### src/bdpc_pkg.sv
package bdpc_pkg;

    typedef enum logic [1:0] {
        EV_NONE  = 2'd0,
        EV_SHORT = 2'd1,
        EV_LONG  = 2'd2
    } press_event_t;

    localparam int CFG_INDEX_W = 2;
    localparam int CFG_DATA_W  = 16;
    localparam int NOW_W       = 32;

    typedef enum logic [CFG_INDEX_W-1:0] {
        REG_DEBOUNCE_MS   = 2'd0,
        REG_LONG_PRESS_MS = 2'd1
    } cfg_reg_t;

    localparam logic [CFG_DATA_W-1:0] DEBOUNCE_MS_RST   = 16'd50;
    localparam logic [CFG_DATA_W-1:0] LONG_PRESS_MS_RST = 16'd500;

endpackage

### src/button_debounce_press_classifier_core.sv
// Channel | Ports                                        | Direction
// --------+----------------------------------------------+----------
// s_      | s_valid s_ready s_pin_level s_now_ms         | in
// m_      | m_valid m_ready m_press_event m_holding_long |
//         | m_stable_pressed                             | out
// cfg     | cfg_wr_en cfg_index cfg_wdata                | in
//
// One request per cycle sustained while m_ready holds; each result passes the input register, then the result register.
// The state update is a single pass from the input register to the result register.
// aresetn (sync, active low) clears control and state; thresholds return to 50 and 500 ms.
// A stalled result holds the update stage; the input register then fills and drops s_ready.
module button_debounce_press_classifier_core #(
    parameter int TIME_WIDTH = 32
) (
    input  logic                                  aclk,
    input  logic                                  aresetn,
    input  logic                                  s_valid,
    output logic                                  s_ready,
    input  logic                                  s_pin_level,
    input  logic [bdpc_pkg::NOW_W-1:0]            s_now_ms,
    output logic                                  m_valid,
    input  logic                                  m_ready,
    output logic [1:0]                            m_press_event,
    output logic                                  m_holding_long,
    output logic                                  m_stable_pressed,
    input  logic                                  cfg_wr_en,
    input  logic [bdpc_pkg::CFG_INDEX_W-1:0]      cfg_index,
    input  logic [bdpc_pkg::CFG_DATA_W-1:0]       cfg_wdata
);
    import bdpc_pkg::*;

    typedef logic [TIME_WIDTH-1:0] time_t;

    // config
    logic [CFG_DATA_W-1:0] debounce_ms_reg;
    logic [CFG_DATA_W-1:0] long_press_ms_reg;

    // input stage
    logic  in_valid_reg;
    logic  in_pin_reg;
    time_t in_now_reg;

    // block state
    logic  prev_raw_pressed_reg;
    time_t debounce_stamp_reg;
    logic  debounced_state_reg;
    time_t press_stamp_reg;
    logic  long_reported_reg;
    logic  long_active_reg;

    // result stage
    logic         out_valid_reg;
    press_event_t out_event_reg;
    logic         out_holding_reg;
    logic         out_stable_reg;

    logic advance;
    logic do_step;

    assign advance = !out_valid_reg || m_ready;
    assign do_step = in_valid_reg && advance;
    assign s_ready = !in_valid_reg || advance;

    // step logic
    logic         pressed;
    time_t        stamp_eff;
    time_t        db_elapsed;
    time_t        press_elapsed;
    time_t        debounce_thr;
    time_t        long_thr;
    logic         db_ok;
    logic         db_change;
    logic         release_now;
    logic         press_now;
    logic         state_eff;
    logic         long_rep_eff;
    logic         short_ev;
    logic         long_ev;
    logic         long_reported_next;
    logic         long_active_next;
    time_t        press_stamp_next;
    press_event_t event_next;

    always_comb begin
        pressed      = !in_pin_reg;
        debounce_thr = TIME_WIDTH'(debounce_ms_reg);
        long_thr     = TIME_WIDTH'(long_press_ms_reg);
        stamp_eff    = (pressed != prev_raw_pressed_reg) ? in_now_reg : debounce_stamp_reg;
        db_elapsed   = in_now_reg - stamp_eff;
        db_ok        = db_elapsed > debounce_thr;
        db_change    = db_ok && (pressed != debounced_state_reg);
        release_now  = db_change && !pressed;
        press_now    = db_change && pressed;
        state_eff    = db_change ? pressed : debounced_state_reg;
        // a fresh press restarts the hold timer at this sample
        press_elapsed    = press_now ? '0 : (in_now_reg - press_stamp_reg);
        press_stamp_next = press_now ? in_now_reg : press_stamp_reg;
        long_rep_eff     = press_now ? 1'b0 : long_reported_reg;
        short_ev     = release_now && !long_reported_reg && (press_elapsed < long_thr);
        long_ev      = db_ok && !release_now && state_eff && !long_rep_eff
                       && (press_elapsed >= long_thr);
        long_reported_next = long_ev | long_rep_eff;
        long_active_next   = long_ev | (long_active_reg & !db_change);
        if (long_ev) begin
            event_next = EV_LONG;
        end else if (short_ev) begin
            event_next = EV_SHORT;
        end else begin
            event_next = EV_NONE;
        end
    end

    always_ff @(posedge aclk) begin
        if (!aresetn) begin
            debounce_ms_reg      <= DEBOUNCE_MS_RST;
            long_press_ms_reg    <= LONG_PRESS_MS_RST;
            in_valid_reg         <= 1'b0;
            prev_raw_pressed_reg <= 1'b0;
            debounce_stamp_reg   <= '0;
            debounced_state_reg  <= 1'b0;
            press_stamp_reg      <= '0;
            long_reported_reg    <= 1'b0;
            long_active_reg      <= 1'b0;
            out_valid_reg        <= 1'b0;
        end else begin
            if (cfg_wr_en) begin
                case (cfg_index)
                    REG_DEBOUNCE_MS:   debounce_ms_reg   <= cfg_wdata;
                    REG_LONG_PRESS_MS: long_press_ms_reg <= cfg_wdata;
                    default: ;
                endcase
            end
            if (s_ready) begin
                in_valid_reg <= s_valid;
            end
            if (do_step) begin
                prev_raw_pressed_reg <= pressed;
                debounce_stamp_reg   <= stamp_eff;
                debounced_state_reg  <= state_eff;
                press_stamp_reg      <= press_stamp_next;
                long_reported_reg    <= long_reported_next;
                long_active_reg      <= long_active_next;
            end
            if (advance) begin
                out_valid_reg <= in_valid_reg;
            end
        end
    end

    // payload registers
    always_ff @(posedge aclk) begin
        if (s_ready && s_valid) begin
            in_pin_reg <= s_pin_level;
            in_now_reg <= TIME_WIDTH'(s_now_ms);
        end
        if (do_step) begin
            out_event_reg   <= event_next;
            out_holding_reg <= long_active_next;
            out_stable_reg  <= state_eff;
        end
    end

    assign m_valid          = out_valid_reg;
    assign m_press_event    = out_event_reg;
    assign m_holding_long   = out_holding_reg;
    assign m_stable_pressed = out_stable_reg;

    a_long_implies_held: assert property (@(posedge aclk) disable iff (!aresetn)
        out_valid_reg && out_event_reg == EV_LONG |-> out_holding_reg && out_stable_reg)
        else $error("long press reported without held state");

    a_short_implies_released: assert property (@(posedge aclk) disable iff (!aresetn)
        out_valid_reg && out_event_reg == EV_SHORT |-> !out_holding_reg && !out_stable_reg)
        else $error("short press reported while still pressed");

    a_holding_needs_pressed: assert property (@(posedge aclk) disable iff (!aresetn)
        long_active_reg |-> debounced_state_reg && long_reported_reg)
        else $error("long hold active while released or unreported");

    a_stalled_input_held: assert property (@(posedge aclk) disable iff (!aresetn)
        in_valid_reg && !advance |=> in_valid_reg && $stable(in_now_reg))
        else $error("pending request lost during stall");

endmodule
### config.mk
export PLATFORM = sky130hd
export DESIGN_NAME = button_debounce_press_classifier_core
export DESIGN_NICKNAME = d
export VERILOG_FILES = /design/src/bdpc_pkg.sv /design/src/button_debounce_press_classifier_core.sv
export SDC_FILE = /design/constraint.sdc
export NUM_CORES = 1
export LEC_CHECK = 0
export BUFFER_PORTS_ARGS = -buffer_cell sky130_fd_sc_hd__buf_2
export CAP_MARGIN = 20
export CORE_ASPECT_RATIO = 0.9
export CORE_UTILIZATION = 63
export CTS_CLUSTER_SIZE = 8
export DETAILED_ROUTE_END_ITERATION = 10
export GPL_ROUTABILITY_DRIVEN = 1
export PLACE_DENSITY = 0.85
export SYNTH_ARGS = -nofsm -noshare
export SYNTH_HDL_FRONTEND = slang
export SYNTH_SLANG_ARGS = --single-unit
### constraint.sdc
create_clock -name aclk -period 10.7 [get_ports aclk]
set_clock_uncertainty 0.2 [all_clocks]
set_input_delay 1.605 -clock aclk [delete_from_list [all_inputs] [get_ports aclk]]
set_output_delay 1.605 -clock aclk [all_outputs]
set_load 0.01 [all_outputs]
==> flow_results.xml, run 1 <==
<?xml version="1.0" encoding="UTF-8"?>
<metrics>
  <group name="layout">
    <metric name="finish.utilization" unit="">0.7062</metric>
    <metric name="post_layout_nonfiller_instances" unit="">1557</metric>
    <metric name="sequential_cell_area" unit="um^2">3153</metric>
    <metric name="layout.cell_area.non_filler" unit="um^2">11510</metric>
    <metric name="multi_input_area" unit="um^2">6852</metric>
    <metric name="syn2layout_area_growth" unit="%">8.762</metric>
    <metric name="layout.nets" unit="">1477</metric>
    <metric name="drive_gt1_frac" unit="">0.09192</metric>
    <metric name="fillers" unit="">1256</metric>
  </group>
  <group name="synth">
    <metric name="mappedNetlistArea" unit="um^2">10580</metric>
    <metric name="synth_cell_type_count" unit="">88</metric>
    <metric name="synthDominantCellAreaShare" unit="">0.1930</metric>
    <metric name="synthesis.instances" unit="">1311</metric>
    <metric name="number_of_synthesized_flops_with_an_enable_pin" unit="">37</metric>
    <metric name="synth_largest_area_cell" unit="">sky130_fd_sc_hd__dfxtp_1</metric>
    <metric name="synth_seq_area_share" unit="">0.2980</metric>
    <metric name="syn_nets" unit="">1452</metric>
    <metric name="asyncSetResetFlopFracSynth" unit="">0</metric>
    <metric name="synth_warnings" unit="">0</metric>
    <metric name="avgSynthCellArea" unit="um^2">8.071</metric>
    <metric name="synth_register_bits" unit="">139</metric>
    <metric name="top_area_cells_in_the_synthesized_netlist" unit="">sky130_fd_sc_hd__dfxtp_1 19%, sky130_fd_sc_hd__edfxtp_1 11%, sky130_fd_sc_hd__ha_1 9.9%</metric>
    <metric name="dominantRegCellSynth" unit="">sky130_fd_sc_hd__dfxtp_1</metric>
  </group>
  <group name="floorplanning">
    <metric name="rows" unit="">44</metric>
    <metric name="die_area" unit="um^2">17320</metric>
    <metric name="die_h" unit="um">125.0</metric>
    <metric name="die_w" unit="um">138.6</metric>
    <metric name="core" unit="um^2">16300</metric>
    <metric name="pin_count" unit="">62</metric>
    <metric name="start_util" unit="">0.6493</metric>
  </group>
  <group name="worst_setup_path">
    <metric name="timing_worst_setup_path_type" unit="">reg2reg</metric>
    <metric name="cp_max_fo" unit="">47</metric>
    <metric name="worst_ep_required_time" unit="ns">10.67</metric>
    <metric name="cp-start-kind" unit="">flop</metric>
    <metric name="critical_path_buf_inv_count" unit="">3</metric>
    <metric name="cp_top_family" unit="">compound AO/OA/AOI/OAI gates</metric>
    <metric name="crit_arrival" unit="ns">8.32</metric>
    <metric name="cp_common_cell" unit="">sky130_fd_sc_hd__a21oi_1</metric>
    <metric name="sort_of_element_at_the_end_of_the_critical_path" unit="">flop</metric>
    <metric name="slowest_stage" unit="">sky130_fd_sc_hd__edfxtp_1</metric>
    <metric name="cpPeakStageDelay" unit="ns">0.71</metric>
  </group>
  <group name="sta">
    <metric name="setup-violations-final" unit="">0</metric>
    <metric name="maxSlewHeadroom" unit="">0.3111</metric>
    <metric name="layout_worst_path_cycle_share" unit="">0.7807</metric>
    <metric name="slew_viol_final" unit="">0</metric>
    <metric name="max_clock_freq" unit="GHz">0.1197</metric>
    <metric name="fin_ws" unit="ns">2.347</metric>
    <metric name="finalHoldViolCount" unit="">0</metric>
    <metric name="rsz0062_at_grt" unit="">false</metric>
    <metric name="final.setup.tns" unit="ns">0</metric>
    <metric name="worstMarginPinSlew" unit="ns">1.026</metric>
    <metric name="period_needed" unit="ns">8.353</metric>
  </group>
  <group name="clock_network">
    <metric name="post_cts_hold_buffer_count" unit="">0</metric>
    <metric name="cts_setup_buffers" unit="">0</metric>
    <metric name="cts.repair.resized" unit="">0</metric>
    <metric name="h-tree-depth" unit="">4</metric>
    <metric name="latest_clock_arrival_within_the_worst_skew_pair" unit="ns">0.43</metric>
    <metric name="tritoncts_clock_tree" unit="">built</metric>
    <metric name="tritoncts.num_buffers" unit="">17</metric>
    <metric name="clock_tree.buffer_depth" unit="">2</metric>
    <metric name="numClockSinks" unit="">139</metric>
    <metric name="clk_transition_reported_paths" unit="ns">0.06</metric>
    <metric name="ctsRootBufferMaster" unit="">sky130_fd_sc_hd__clkbuf_16</metric>
  </group>
  <group name="global_route">
    <metric name="antenna_found_initial" unit="">1</metric>
    <metric name="grt_use_total" unit="">0.3431</metric>
    <metric name="grt_first_pass_wirelength" unit="um">47240</metric>
    <metric name="pin_count_of_the_biggest_net_entering_global_routing" unit="">94</metric>
    <metric name="grt_pass1_vias" unit="">9359</metric>
    <metric name="overflow" unit="">0</metric>
  </group>
  <group name="route">
    <metric name="routed_via_density" unit="">6.458</metric>
    <metric name="via_count" unit="">10060</metric>
    <metric name="drcViolationCount" unit="">0</metric>
    <metric name="routedWlPerCell" unit="um">18.84</metric>
    <metric name="drt_wl_total" unit="um">29330</metric>
    <metric name="detail-route-antenna-nets" unit="">0</metric>
    <metric name="detail_route.first_pass.iterations" unit="">5</metric>
    <metric name="first_iter_violations" unit="">1246</metric>
  </group>
  <group name="job">
    <metric name="drv_cap" unit="">0</metric>
  </group>
  <group name="placement">
    <metric name="place.port_buffers" unit="">61</metric>
    <metric name="preCtsSetupSlack" unit="ns">2.583</metric>
    <metric name="place.detailed.hpwl" unit="um">21740</metric>
    <metric name="dpl-instance-area" unit="um^2">10950</metric>
    <metric name="gp_congestion" unit="">0.9747</metric>
    <metric name="numPlacedInstances" unit="">1523</metric>
  </group>
  <group name="pwr">
    <metric name="worst_ir_drop_vdd" unit="V">0.0001182</metric>
    <metric name="power_density" unit="nW/um^2">143.7</metric>
    <metric name="power.static_leakage" unit="uW">0.004706</metric>
  </group>
  <group name="hold_path">
    <metric name="worst_hold_path_type" unit="">reg2reg</metric>
  </group>
  <group name="outcome">
    <metric name="status" unit="">completed</metric>
  </group>
</metrics>
## cell usage after synthesis, types with 3 or more instances
cell type and instances:
sky130_fd_sc_hd__a221oi_1 4, sky130_fd_sc_hd__nand3_1 22, sky130_fd_sc_hd__nand4_1 27, sky130_fd_sc_hd__a211oi_1 9, sky130_fd_sc_hd__or3_1 6, sky130_fd_sc_hd__o21ai_1 5, sky130_fd_sc_hd__buf_1 4, sky130_fd_sc_hd__xor2_1 22
sky130_fd_sc_hd__o21a_1 20, sky130_fd_sc_hd__nand2_1 239, sky130_fd_sc_hd__nand3b_1 3, sky130_fd_sc_hd__mux2i_1 56, sky130_fd_sc_hd__clkbuf_1 49, sky130_fd_sc_hd__buf_6 4, sky130_fd_sc_hd__nor3_1 15, sky130_fd_sc_hd__o211ai_1 14
sky130_fd_sc_hd__a41oi_1 3, sky130_fd_sc_hd__dfxtp_1 102, sky130_fd_sc_hd__a31oi_1 6, sky130_fd_sc_hd__a21oi_1 91, sky130_fd_sc_hd__o211a_1 22, sky130_fd_sc_hd__inv_1 84, sky130_fd_sc_hd__ha_1 84, sky130_fd_sc_hd__a21o_1 18
sky130_fd_sc_hd__maj3_1 3, sky130_fd_sc_hd__edfxtp_1 37, sky130_fd_sc_hd__or2_2 4, sky130_fd_sc_hd__a221o_1 3, sky130_fd_sc_hd__a2111oi_0 3, sky130_fd_sc_hd__o22ai_1 8, sky130_fd_sc_hd__nor2_1 71, sky130_fd_sc_hd__o31a_1 10
sky130_fd_sc_hd__and2_1 7, sky130_fd_sc_hd__nor2b_1 25, sky130_fd_sc_hd__buf_2 6, sky130_fd_sc_hd__xnor2_1 19, sky130_fd_sc_hd__o2111ai_1 5, sky130_fd_sc_hd__nor4_1 10, sky130_fd_sc_hd__o21ai_0 49, sky130_fd_sc_hd__nand2b_1 26
sky130_fd_sc_hd__a21boi_0 39, sky130_fd_sc_hd__and3_1 6, sky130_fd_sc_hd__o21bai_1 8
## layout make-up
type,count,share of cell area
tap,207,0.02250
sequential,139,0.2740
multi-input combinational,1023,0.5953
inverter,85,0.02772
clock buffer,19,0.03849
timing repair buffer,70,0.03294
clock inverter,13,0.008806
antenna,1,0.0002174
## kinds of logic (layout without fill, tap and decap cells)
family,after synthesis,after routing,synth area share
simple gates,478,478,0.2117
buf+inv,149,187,0.05676
flops,139,139,0.2980
compound gates,355,355,0.2368
xor+xnor,42,42,0.03547
mux,60,60,0.05723
fa+ha+maj,88,88,0.1041
other cells,0,1,0
## per-layer routing
metal  vias to the layer above  global-route usage  wire [um]
li1                       4747                   -          -
met1                      4710              0.4569      12310
met2                       499              0.5393      13070
met3                        99             0.06588       2684
met4                         0              0.1634       1257
met5                         -                   0          0
## worst reg2reg max path, delay by kind of cell, from the launching register on
kind,cells,cell delay [ns]
AND/OR/NAND/NOR,9,2.10
XOR/XNOR,1,0.20
adder cells (fa/ha/maj),3,0.85
flip-flops,1,0.71
buffers and inverters,3,0.99
multiplexers,1,0.23
AO/OA/AOI/OAI,14,2.81
## layout by cell type, fill, tap and decap left out, drive strengths merged, types with 4 or more instances in the layout
master     n
a2111oi    4
or2        5
a21o      18
clkinv    11
o21a      20
nand2    239
a41oi      4
nand2b    26
nor2b     25
xor2      23
or3        6
a221oi     5
xnor2     19
nor2      71
mux2       4
o31a      10
o2111ai    5
a21oi     91
dfxtp    102
o21ai     54
mux2i     56
nand4     27
ha        84
inv       85
clkbuf    19
nor4      12
o211ai    14
buf       70
o21bai     8
and3       6
nand3     22
edfxtp    37
and2       7
a21boi    39
a211oi    11
nor3      15
a31oi      6
o211a     22
o22ai      8
## final timing paths
check                       from             endpoint  slack, ns  cells past startpoint
max                   in_pin_reg       m_holding_long       2.35                     31
min          press_stamp_reg[28]  press_stamp_reg[28]       0.25                      2
max reg2reg           in_pin_reg       m_holding_long       2.35                     31
min reg2reg  press_stamp_reg[28]  press_stamp_reg[28]       0.25                      2
## stage by stage
step,hold slack (ns),total power [uW]
after floorplan,0.2347,965.1
after global placement,0.2420,1072
after detailed placement,0.2493,1086
after CTS,0.2578,1637
after global routing,0.2648,1726
final,0.2547,1654
## power breakdown
| part | internal, uW | switching, uW | leakage, uW |
|---|---|---|---|
| registers | 568 | 28.6 | 0.00119 |
| clock network | 322 | 235 | 0.000265 |
| logic | 199 | 301 | 0.00325 |
Note: power is estimated with default switching activity, not from simulation.
==> run 2: changes to the inputs <==
- ABC_AREA: not set -> 1
- clock period: 10.7 -> 8.1 ns (I/O delays scaled with it)
==> run 2 against run 1 <==
  * Sequential power is 33% higher
  * Worst setup slack worse by 0.50 ns
  * Power is 38% higher
  * Clock-buffer cell count stayed put
  * Highest routed layer unchanged
==> flow_results.xml, run 2 <==
<?xml version="1.0" encoding="UTF-8"?>
<metrics>
  <group name="synth">
    <metric name="synthMuxAreaShare" unit="">0.01566</metric>
    <metric name="synth_largest_area_cell" unit="">sky130_fd_sc_hd__dfxtp_1</metric>
    <metric name="synth_warnings" unit="">0</metric>
    <metric name="avgSynthCellArea" unit="um^2">7.003</metric>
    <metric name="synth_seq_area_share" unit="">0.2901</metric>
    <metric name="dominant_combinational_cell_family_by_area_after_synthesis" unit="">simple AND/OR/NAND/NOR gates</metric>
    <metric name="number_of_synthesized_flops_with_an_enable_pin" unit="">37</metric>
    <metric name="mappedNetlistArea" unit="um^2">10870</metric>
    <metric name="dominantRegCellSynth" unit="">sky130_fd_sc_hd__dfxtp_1</metric>
    <metric name="syn_nets" unit="">1693</metric>
    <metric name="synth_register_bits" unit="">139</metric>
    <metric name="top_area_cells_in_the_synthesized_netlist" unit="">sky130_fd_sc_hd__dfxtp_1 19%, sky130_fd_sc_hd__nand2_1 10%, sky130_fd_sc_hd__edfxtp_1 10%</metric>
    <metric name="asyncSetResetFlopFracSynth" unit="">0</metric>
    <metric name="synthDominantCellAreaShare" unit="">0.1879</metric>
    <metric name="post_synth_most_frequent_cells" unit="">304 x sky130_fd_sc_hd__nand2_1, 272 x sky130_fd_sc_hd__inv_1, 140 x sky130_fd_sc_hd__a21oi_1</metric>
    <metric name="post-synth-top-count-cell" unit="">sky130_fd_sc_hd__nand2_1</metric>
    <metric name="synth-xor-area-share" unit="">0.02901</metric>
    <metric name="synthesis.instances" unit="">1552</metric>
    <metric name="synth_cell_type_count" unit="">51</metric>
    <metric name="fraction_of_the_mapped_netlist_area_in_simple_logic_gates" unit="">0.2571</metric>
    <metric name="synth-adder-area-share" unit="">0.09854</metric>
    <metric name="compound_cell_area_share_of_the_yosys_netlist" unit="">0.1860</metric>
  </group>
  <group name="sta">
    <metric name="slew_viol_final" unit="">0</metric>
    <metric name="rsz0062_at_grt" unit="">false</metric>
    <metric name="period_needed" unit="ns">6.253</metric>
    <metric name="maxSlewHeadroom" unit="">0.4553</metric>
    <metric name="worstMarginPinSlew" unit="ns">0.8171</metric>
    <metric name="finalHoldViolCount" unit="">0</metric>
    <metric name="final.setup.tns" unit="ns">0</metric>
    <metric name="setup-violations-final" unit="">0</metric>
    <metric name="max_clock_freq" unit="GHz">0.1599</metric>
    <metric name="layout_worst_path_cycle_share" unit="">0.7719</metric>
  </group>
  <group name="floorplanning">
    <metric name="core" unit="um^2">16890</metric>
    <metric name="die_area" unit="um^2">17780</metric>
    <metric name="rows" unit="">45</metric>
    <metric name="die_w" unit="um">140.5</metric>
    <metric name="start_util" unit="">0.6435</metric>
    <metric name="pin_count" unit="">62</metric>
    <metric name="die_h" unit="um">126.6</metric>
  </group>
  <group name="clock_network">
    <metric name="post_cts_hold_buffer_count" unit="">0</metric>
    <metric name="clock_tree.buffer_depth" unit="">2</metric>
    <metric name="clk_transition_reported_paths" unit="ns">0.06</metric>
    <metric name="tritoncts.num_buffers" unit="">17</metric>
    <metric name="ctsRootBufferMaster" unit="">sky130_fd_sc_hd__clkbuf_16</metric>
    <metric name="cts.repair.resized" unit="">0</metric>
    <metric name="latest_clock_arrival_within_the_worst_skew_pair" unit="ns">0.43</metric>
    <metric name="tritoncts_clock_tree" unit="">built</metric>
    <metric name="cts_setup_buffers" unit="">0</metric>
    <metric name="h-tree-depth" unit="">4</metric>
    <metric name="numClockSinks" unit="">139</metric>
  </group>
  <group name="pwr">
    <metric name="power.static_leakage" unit="uW">0.005645</metric>
    <metric name="worst_ir_drop_vdd" unit="V">0.0001583</metric>
    <metric name="power_density" unit="nW/um^2">194.3</metric>
    <metric name="total_power" unit="uW">2276</metric>
  </group>
  <group name="hold_path">
    <metric name="worst_hold_path_type" unit="">reg2reg</metric>
  </group>
  <group name="layout">
    <metric name="syn2layout_area_growth" unit="%">7.793</metric>
    <metric name="drive_gt1_frac" unit="">0.1323</metric>
    <metric name="most_frequent_standard_cell_in_the_layout_excluding_fill_and_tap_cells" unit="">sky130_fd_sc_hd__nand2_1</metric>
    <metric name="antennaDiodeCount" unit="">0</metric>
    <metric name="finish.utilization" unit="">0.6936</metric>
    <metric name="mostFrequentLayoutCells" unit="">304 x sky130_fd_sc_hd__nand2_1, 272 x sky130_fd_sc_hd__inv_1, 140 x sky130_fd_sc_hd__a21oi_1</metric>
    <metric name="layout.nets" unit="">1738</metric>
  </group>
  <group name="placement">
    <metric name="place.detailed.hpwl" unit="um">23000</metric>
    <metric name="place.port_buffers" unit="">61</metric>
    <metric name="gp_congestion" unit="">0.9746</metric>
  </group>
  <group name="global_route">
    <metric name="pin_count_of_the_biggest_net_entering_global_routing" unit="">84</metric>
    <metric name="grt_use_total" unit="">0.3392</metric>
    <metric name="grt_pass1_vias" unit="">9485</metric>
    <metric name="grt_first_pass_wirelength" unit="um">47160</metric>
    <metric name="antenna_found_initial" unit="">0</metric>
    <metric name="overflow" unit="">0</metric>
  </group>
  <group name="worst_setup_path">
    <metric name="setup.reg_to_reg.worst_slack" unit="ns">1.85</metric>
    <metric name="crit_arrival" unit="ns">6.23</metric>
    <metric name="critical_path_buf_inv_count" unit="">4</metric>
    <metric name="cp-start-kind" unit="">flop</metric>
    <metric name="cp_top_family" unit="">simple AND/OR/NAND/NOR gates</metric>
    <metric name="sort_of_element_at_the_end_of_the_critical_path" unit="">flop</metric>
    <metric name="cp_common_cell" unit="">sky130_fd_sc_hd__nand2_1</metric>
    <metric name="timing_worst_setup_path_type" unit="">reg2reg</metric>
    <metric name="worst_ep_required_time" unit="ns">8.08</metric>
    <metric name="cp_max_fo" unit="">17</metric>
    <metric name="cpPeakStageDelay" unit="ns">0.48</metric>
    <metric name="slowest_stage" unit="">sky130_fd_sc_hd__nand2_1</metric>
  </group>
  <group name="route">
    <metric name="routedWlPerCell" unit="um">16.14</metric>
    <metric name="first_iter_violations" unit="">711</metric>
    <metric name="drcViolationCount" unit="">0</metric>
    <metric name="detail-route-antenna-nets" unit="">0</metric>
    <metric name="via_count" unit="">10390</metric>
    <metric name="drt_wl_total" unit="um">29390</metric>
    <metric name="detail_route.first_pass.iterations" unit="">6</metric>
    <metric name="routed_via_density" unit="">5.706</metric>
  </group>
  <group name="outcome">
    <metric name="status" unit="">completed</metric>
  </group>
  <group name="job">
    <metric name="drv_cap" unit="">0</metric>
  </group>
</metrics>
[run 2: changes by cell type after synthesis, moves of 36 or more]
| cell | before | now |
|---|---|---|
| sky130_fd_sc_hd__a21boi_0 | 39 | 3 |
| sky130_fd_sc_hd__a21oi_1 | 91 | 140 |
| sky130_fd_sc_hd__inv_1 | 84 | 272 |
| sky130_fd_sc_hd__mux2i_1 | 56 | 17 |
| sky130_fd_sc_hd__nand2_1 | 239 | 304 |
| sky130_fd_sc_hd__nand2_2 | 0 | 36 |
| sky130_fd_sc_hd__nand3_1 | 22 | 64 |
| sky130_fd_sc_hd__o21ai_0 | 49 | 113 |
[run 2: logic make-up after synthesis]
group                      count (synthesis)
DFF                                      139
adders and majority gates                 85
AOI/OAI and AO/OA                        358
muxes                                     17
and+or+nand+nor                          594
xor gates and xnor gates                  36
buffers and inverters                    323
[run 2: per-stage QoR]
stage,hold WS [ns],setup WS [ns],std cells,instance area [um^2]
CTS,0.2639,1.868,1820,11710
global placement,0.2387,2.193,1788,11180
floorplan,0.2274,2.537,1552,10870
detailed placement,0.2545,1.953,1788,11180
global route,0.2792,1.203,1821,11720
finish,0.2623,1.847,1821,11720
[run 2: worst min-delay path: stages, from the launching register on]
cell and delay, ns:
sky130_fd_sc_hd__dfxtp_1 0.30, sky130_fd_sc_hd__inv_1 0.06, sky130_fd_sc_hd__a21oi_1 0.06
[run 2: layer usage]
layer	GRT usage	up-vias	wire, um
met5	0	-	0
met4	0.09015	0	473
met3	0.04266	42	1876
met2	0.5553	357	13340
met1	0.4737	4796	13700
li1	-	5196	-
[run 2: final timing paths]
check	from	endpoint	depth (start not counted)
worst min register to register	press_stamp_reg[25]	press_stamp_reg[25]	2
worst min-delay path	press_stamp_reg[25]	press_stamp_reg[25]	2
worst max-delay path	in_pin_reg	m_holding_long	41
worst max register to register	in_pin_reg	m_holding_long	41
[run 2: final cells by class]
class                   count  area (um^2)
repair buffers             65        335.3
fillers                  1456         5175
well taps                 211        264.0
inverters                 284         1066
flip-flops and latches    139         3153
clock buffers              19        432.9
clock inverters            13        92.59
multi-input cells        1090         6372
[run 2: where the power goes]
| group | internal, uW | switching, uW | leakage (uW) |
|---|---|---|---|
| clock | 392 | 322 | 0.000249 |
| combinational | 272 | 500 | 0.00420 |
| sequential | 758 | 33.0 | 0.00120 |
